[config.mk]
export PLATFORM = sky130hd
export DESIGN_NAME = plle_ctrl
export DESIGN_NICKNAME = d
export VERILOG_FILES = /design/src/sv/plle_pkg.sv /design/src/sv/plle_ctrl.sv
export SDC_FILE = /design/constraint.sdc
export NUM_CORES = 1
export LEC_CHECK = 0
export BUFFER_PORTS_ARGS = -buffer_cell sky130_fd_sc_hd__clkbuf_2
export CORE_AREA = 3 3 40 42
export CTS_CLUSTER_SIZE = 24
export DETAILED_ROUTE_END_ITERATION = 6
export DIE_AREA = 0 0 43 45
export MAX_ROUTING_LAYER = met4
export PLACE_DENSITY = 0.67
export REMOVE_ABC_BUFFERS = 1
export SYNTH_ARGS = -nofsm -noshare
export SYNTH_HDL_FRONTEND = slang
export SYNTH_SLANG_ARGS = --single-unit
[constraint.sdc]
create_clock -name i_clk -period 1.4 [get_ports i_clk]
set_input_delay 0 -clock i_clk [delete_from_list [all_inputs] [get_ports i_clk]]
set_output_delay 0 -clock i_clk [all_outputs]
set_load 0.05 [all_outputs]
[src/sv/plle_pkg.sv]
// shared types and constants for the pooled linked list engine
`default_nettype none

package plle_pkg;

    localparam int DATA_W = 32;

    // configuration register index (paddr bit 2)
    localparam logic REG_HEAD_VALUE = 1'b0;

    typedef enum logic {
        CMD_INSERT = 1'b0,
        CMD_DELETE = 1'b1
    } t_cmd;

    typedef enum logic [1:0] {
        ST_OK        = 2'd0,
        ST_NOT_FOUND = 2'd1,
        ST_POOL_FULL = 2'd2,
        ST_NO_NEXT   = 2'd3
    } t_status;

    typedef enum logic [2:0] {
        S_CLEAR,
        S_IDLE,
        S_WALK,
        S_INS_Q,
        S_DEL_Q,
        S_FIX_P,
        S_DONE
    } t_state;

    typedef enum logic [1:0] {
        RD_NONE,
        RD_ZERO,
        RD_LINK,
        RD_FREE
    } t_rd_sel;

    typedef enum logic [2:0] {
        WR_NONE,
        WR_CLEAR,
        WR_INS_Q,
        WR_DEL_Q,
        WR_P
    } t_wr_sel;

    typedef struct packed {
        logic                      cmd;
        logic signed [DATA_W-1:0]  search_key;
        logic signed [DATA_W-1:0]  new_value;
    } t_in_word;

    typedef struct packed {
        logic [1:0]                status;
        logic signed [DATA_W-1:0]  removed_value;
    } t_out_word;

    typedef struct packed {
        logic     accept;
        logic     clr_step;
        t_rd_sel  rd_sel;
        t_wr_sel  wr_sel;
        logic     walk_step;
        logic     match_save;
        logic     set_status;
        t_status  status;
        logic     load_out;
    } t_dp_cmd;

    typedef struct packed {
        logic clr_last;
        logic match;
        logic link_null;
        logic free_null;
        logic is_delete;
        logic out_busy;
    } t_dp_sts;

endpackage

`default_nettype wire

[src/sv/plle_ctrl.sv]
// command sequencer for list walk, insert, delete and clearing pass
`default_nettype none

module plle_ctrl (
    input  wire logic               i_clk,
    input  wire logic               i_rst_n,
    input  wire logic               i_in_valid,
    output logic                    o_in_ready,
    input  wire plle_pkg::t_dp_sts  i_sts,
    output plle_pkg::t_dp_cmd       o_cmd
);

    plle_pkg::t_state r_state;
    plle_pkg::t_state n_state;

    always_ff @(posedge i_clk) begin
        if (!i_rst_n) begin
            r_state <= plle_pkg::S_CLEAR;
        end else begin
            r_state <= n_state;
        end
    end

    // next state
    always_comb begin
        n_state = r_state;
        unique case (r_state)
            plle_pkg::S_CLEAR: begin
                if (i_sts.clr_last) n_state = plle_pkg::S_IDLE;
            end
            plle_pkg::S_IDLE: begin
                if (i_in_valid) n_state = plle_pkg::S_WALK;
            end
            plle_pkg::S_WALK: begin
                if (i_sts.match) begin
                    if (i_sts.is_delete) begin
                        n_state = i_sts.link_null ? plle_pkg::S_DONE : plle_pkg::S_DEL_Q;
                    end else begin
                        n_state = i_sts.free_null ? plle_pkg::S_DONE : plle_pkg::S_INS_Q;
                    end
                end else if (i_sts.link_null) begin
                    n_state = plle_pkg::S_DONE;
                end
            end
            plle_pkg::S_INS_Q: n_state = plle_pkg::S_FIX_P;
            plle_pkg::S_DEL_Q: n_state = plle_pkg::S_FIX_P;
            plle_pkg::S_FIX_P: n_state = plle_pkg::S_DONE;
            plle_pkg::S_DONE: begin
                if (!i_sts.out_busy) n_state = plle_pkg::S_IDLE;
            end
            default: n_state = plle_pkg::S_CLEAR;
        endcase
    end

    // outputs
    always_comb begin
        o_cmd      = '0;
        o_in_ready = 1'b0;
        unique case (r_state)
            plle_pkg::S_CLEAR: begin
                o_cmd.wr_sel   = plle_pkg::WR_CLEAR;
                o_cmd.clr_step = 1'b1;
            end
            plle_pkg::S_IDLE: begin
                o_in_ready = 1'b1;
                if (i_in_valid) begin
                    o_cmd.accept = 1'b1;
                    o_cmd.rd_sel = plle_pkg::RD_ZERO;
                end
            end
            plle_pkg::S_WALK: begin
                if (i_sts.match) begin
                    o_cmd.match_save = 1'b1;
                    if (i_sts.is_delete) begin
                        if (i_sts.link_null) begin
                            o_cmd.set_status = 1'b1;
                            o_cmd.status     = plle_pkg::ST_NO_NEXT;
                        end else begin
                            o_cmd.rd_sel = plle_pkg::RD_LINK;
                        end
                    end else begin
                        if (i_sts.free_null) begin
                            o_cmd.set_status = 1'b1;
                            o_cmd.status     = plle_pkg::ST_POOL_FULL;
                        end else begin
                            o_cmd.rd_sel = plle_pkg::RD_FREE;
                        end
                    end
                end else if (i_sts.link_null) begin
                    o_cmd.set_status = 1'b1;
                    o_cmd.status     = plle_pkg::ST_NOT_FOUND;
                end else begin
                    o_cmd.rd_sel    = plle_pkg::RD_LINK;
                    o_cmd.walk_step = 1'b1;
                end
            end
            plle_pkg::S_INS_Q: o_cmd.wr_sel = plle_pkg::WR_INS_Q;
            plle_pkg::S_DEL_Q: o_cmd.wr_sel = plle_pkg::WR_DEL_Q;
            plle_pkg::S_FIX_P: begin
                o_cmd.wr_sel     = plle_pkg::WR_P;
                o_cmd.set_status = 1'b1;
                o_cmd.status     = plle_pkg::ST_OK;
            end
            plle_pkg::S_DONE: begin
                if (!i_sts.out_busy) o_cmd.load_out = 1'b1;
            end
            default: o_cmd = '0;
        endcase
    end

endmodule

`default_nettype wire

[After elaboration in Yosys (flattened, before gate mapping)]
Cells that the tools add are included.
Word-level totals
  register bits after elaboration: 3
  logic and storage cells: 46
Operators by class
  eq/ne operators: 10
  muxes and demuxes: 32
  reduce and logical (&&, ||, !) cells: 3
Operators by type and width (number)
  3-bit two-way mux: 12
  3-bit one-hot mux with 6 select lines: 1
  2-bit two-way mux: 6
  3-bit one-hot mux with 4 select lines: 1
  1-bit two-way mux: 10
  3-bit == test, second input constant: 3
  3-bit by 2-bit == test with 1-bit output, second input constant: 2
  2-bit != test, second input constant: 3
  3-bit one-hot mux with 2 select lines: 1
  2-bit one-hot mux with 2 select lines: 1
  4-bit AND reduction: 1
  3-bit by 1-bit == test with 1-bit output, second input constant: 1
  3-bit logical NOT: 1
  3-bit != test, second input constant: 1
  2-bit OR reduction: 1

[Logic depth before layout (Yosys ltp)]
  depth in word-level cells: 4
  depth in mapped cells: 5

[Worst setup path after synthesis]
OpenSTA, ideal clock, no wires.
  kind: flip-flop to output port
  from: register r_state[1]
  to: output port o_cmd[9] in the netlist's numbering
  arrival time: 2.286 ns
  slack: -0.886 ns
  stages on the path, launching flop included: 6
  buffers on the path: 1
  path through: dfxtp_1 buf_4 nand2b_1 nor2_1 and2_1 a21o_1
RTL lines
  start: declaration: RTL line plle_ctrl.sv:13  | plle_pkg::t_state r_state;
  start signal: assignment: RTL line plle_ctrl.sv:18  | r_state <= plle_pkg::S_CLEAR;
  start signal: assignment: RTL line plle_ctrl.sv:20  | r_state <= n_state;
  end: declaration: RTL line plle_ctrl.sv:10  | output plle_pkg::t_dp_cmd o_cmd

==> impl_metrics.yaml <==
global_route:
  grt_pass1_vias: 432
  grt_pass1_wl_um: 1760
  grt_max_degree: 10
  grt_use_total: 0.122
  antenna_found_initial: 0
  overflow: 0
yosys:
  yosysWarnings: 0
  synth-main-ff-cell: "dfxtp_1"
  synth_edf_count: 0
  synthCells: 48
  synthArstFlopShare: 0
  synth.top_cells.by_area: "dfxtp_1 16%, a311oi_4 6.9%, nand2b_1 6.6%"
  mappedNetlistArea_um2: 382
  synth_top_cell_by_area: "dfxtp_1"
  ys_seq_area_frac: 0.157
  synth_top_area_share: 0.157
  synthDistinctLibCells: 29
  ys_ff_latch: 3
  syn_avg_cell_area_um2: 7.95
clocking:
  clk_path_buf_depth: 2
  cts_sinks: 3
  tritoncts: "built"
  numCtsBuffers: 3
  clkLatencyLatePin_ps: 230
  post_cts_buffers: 0
  cts.clk_slew.worst_paths_ps: 40
  clock-root-buffer: "clkbuf_4"
  cts_max_level: 1
cells_and_area:
  area_growth_pct: 61.6
  largestRegisters: "r_state: 3 flops"
  instances_no_fill: 91
  final_area_um2: 617
  drive_gt1_frac: 0.566
  final_common_cell: "clkbuf_2"
  n_antenna_cell: 0
  fin_nets: 86
  layout.cells.most_common_list: "16 x clkbuf_2, 8 x buf_4, 5 x nand2_1"
  largest-register: "r_state"
  largest_reg_flops: 3
sta:
  slew_headroom: 0.751
  slew_viol_final: 0
  rsz0062_at_grt: "yes"
  tns_ps: 0
  finalSetupViolCount: 0
  worstMarginPinSlew_ps: 372
  fin_crit_ps: 1350
  fin_crit_sh: 0.962
  fin_skew_ps: 1.67
  fin_hold_ws_ps: 28.2
  fmax_mhz: 742
  final-hold-violation-count: 0
worst_setup_path:
  critPathMaxFanout: 7
  cp.arrival_ps: 1350
  path_cells: "nand2b_4 -> or2_4 -> o22ai_1 -> buf_4"
  startpoint_type: "flop"
  end_kind: "output pin"
  path_class: "reg -> out"
  slowest_stage: "dfxtp_2"
  max_stage_delay_ps: 350
  cp_data_required_time_ps: 1400
placement:
  dpl_cell_area_um2: 524
  place.gp.congestion: 0.783
  dp_hpwl_um: 808
  place_inst: 87
  port_buffers: 22
floorplan:
  start_util: 0.297
  ioPinCount: 23
  die_w_um: 43
  die_y_um: 45
  core_um2: 1280
  design.die.area_um2: 1940
  rows: 13
pwr:
  p_leak_uw: 0.000296
  p_per_area_nw_per_um2: 2200
  ir_drop_mv: 0.947
drt:
  routed_wl_um: 1010
  firstDrtPassIters: 4
  dr_total_vias: 450
  drt_iter0_markers: 7
  via_per_inst: 4.95
  drtAntennaViolNets: 0
  wire_per_inst_um: 11.1
  drc: 0
hold_path:
  min_path_type: "in -> reg"
flow_run:
  cap_violations: 0
status:
  outcome: "finished, final reports clean"
[repair_timing]
item | CTS | global route
setup endpoints to repair | 11 | 5
hold buffers | 0 | 0
gates resized for setup | 11 | 15
[cells by family (layout without fill, tap and decap cells)]
logic type,after synthesis,after routing,synth area share
XOR/XNOR,1,1,0.0230
multiplexers,2,2,0.0525
flip-flops,3,3,0.157
AND/OR/NAND/NOR,28,28,0.469
buffers and inverters,4,32,0.0721
AO/OA/AOI/OAI,10,10,0.226
[worst max-delay path: cells and delay by family (launching register included)]
| family | cells | cell delay, ps |
|---|---|---|
| AND/OR/NAND/NOR | 2 | 420 |
| AO/OA/AOI/OAI | 1 | 130 |
| flip-flops | 1 | 350 |
| buffers and inverters | 1 | 220 |
[synthesized netlist by cell type (all sizes together), types with 2 or more instances]
cell type / count
nor3: 2
a21oi: 2
mux2i: 2
dfxtp: 3
nor4b: 2
nand2: 5
nand2b: 4
nor2: 5
buf: 3
and2: 3
o21ai: 2
nor2b: 2
[routing by layer]
layer	wire, um	GRT usage	vias to the layer above
met5	0	-	-
met4	0	0.0542	0
met3	58	0.0438	0
met2	540	0.198	14
met1	407	0.137	208
li1	-	-	228
[where the power goes]
part           switching, uW  internal (uW)  total [uW]
Sequential              60.8            125         186
Clock                   42.6            107         149
Combinational            654            370        1020
Total                    757            602        1360
[layout make-up]
type	instances	area, um^2
Inverter	1	3.75
Timing Repair Buffer	27	173
Tap cell	15	18.8
Fill cell	131	668
Sequential cell	3	65.1
Multi-Input combinational cell	41	330
Clock buffer	4	26.3
[final timing paths]
kind / from / end / slack (ps) / cells after the start
worst max-delay path: r_state[2] / o_cmd[3] / 50 / 4
worst min-delay path: i_rst_n / r_state[0] / 30 / 3
worst max register to register: r_state[1] / r_state[1] / 80 / 4
worst min register to register: r_state[1] / r_state[1] / 610 / 1
[per-stage QoR]
step	setup WS [ps]	util	power, uW
6_report	52.8	0.480	1360
5_1_grt	-34.4	0.480	1450
4_1_cts	11.2	0.455	1330
3_5_place_dp	-41.7	0.408	1120
3_3_place_gp	3.61	0.408	1110
2_1_floorplan	-879	-	872
Note: power is estimated with default switching activity, not from simulation.
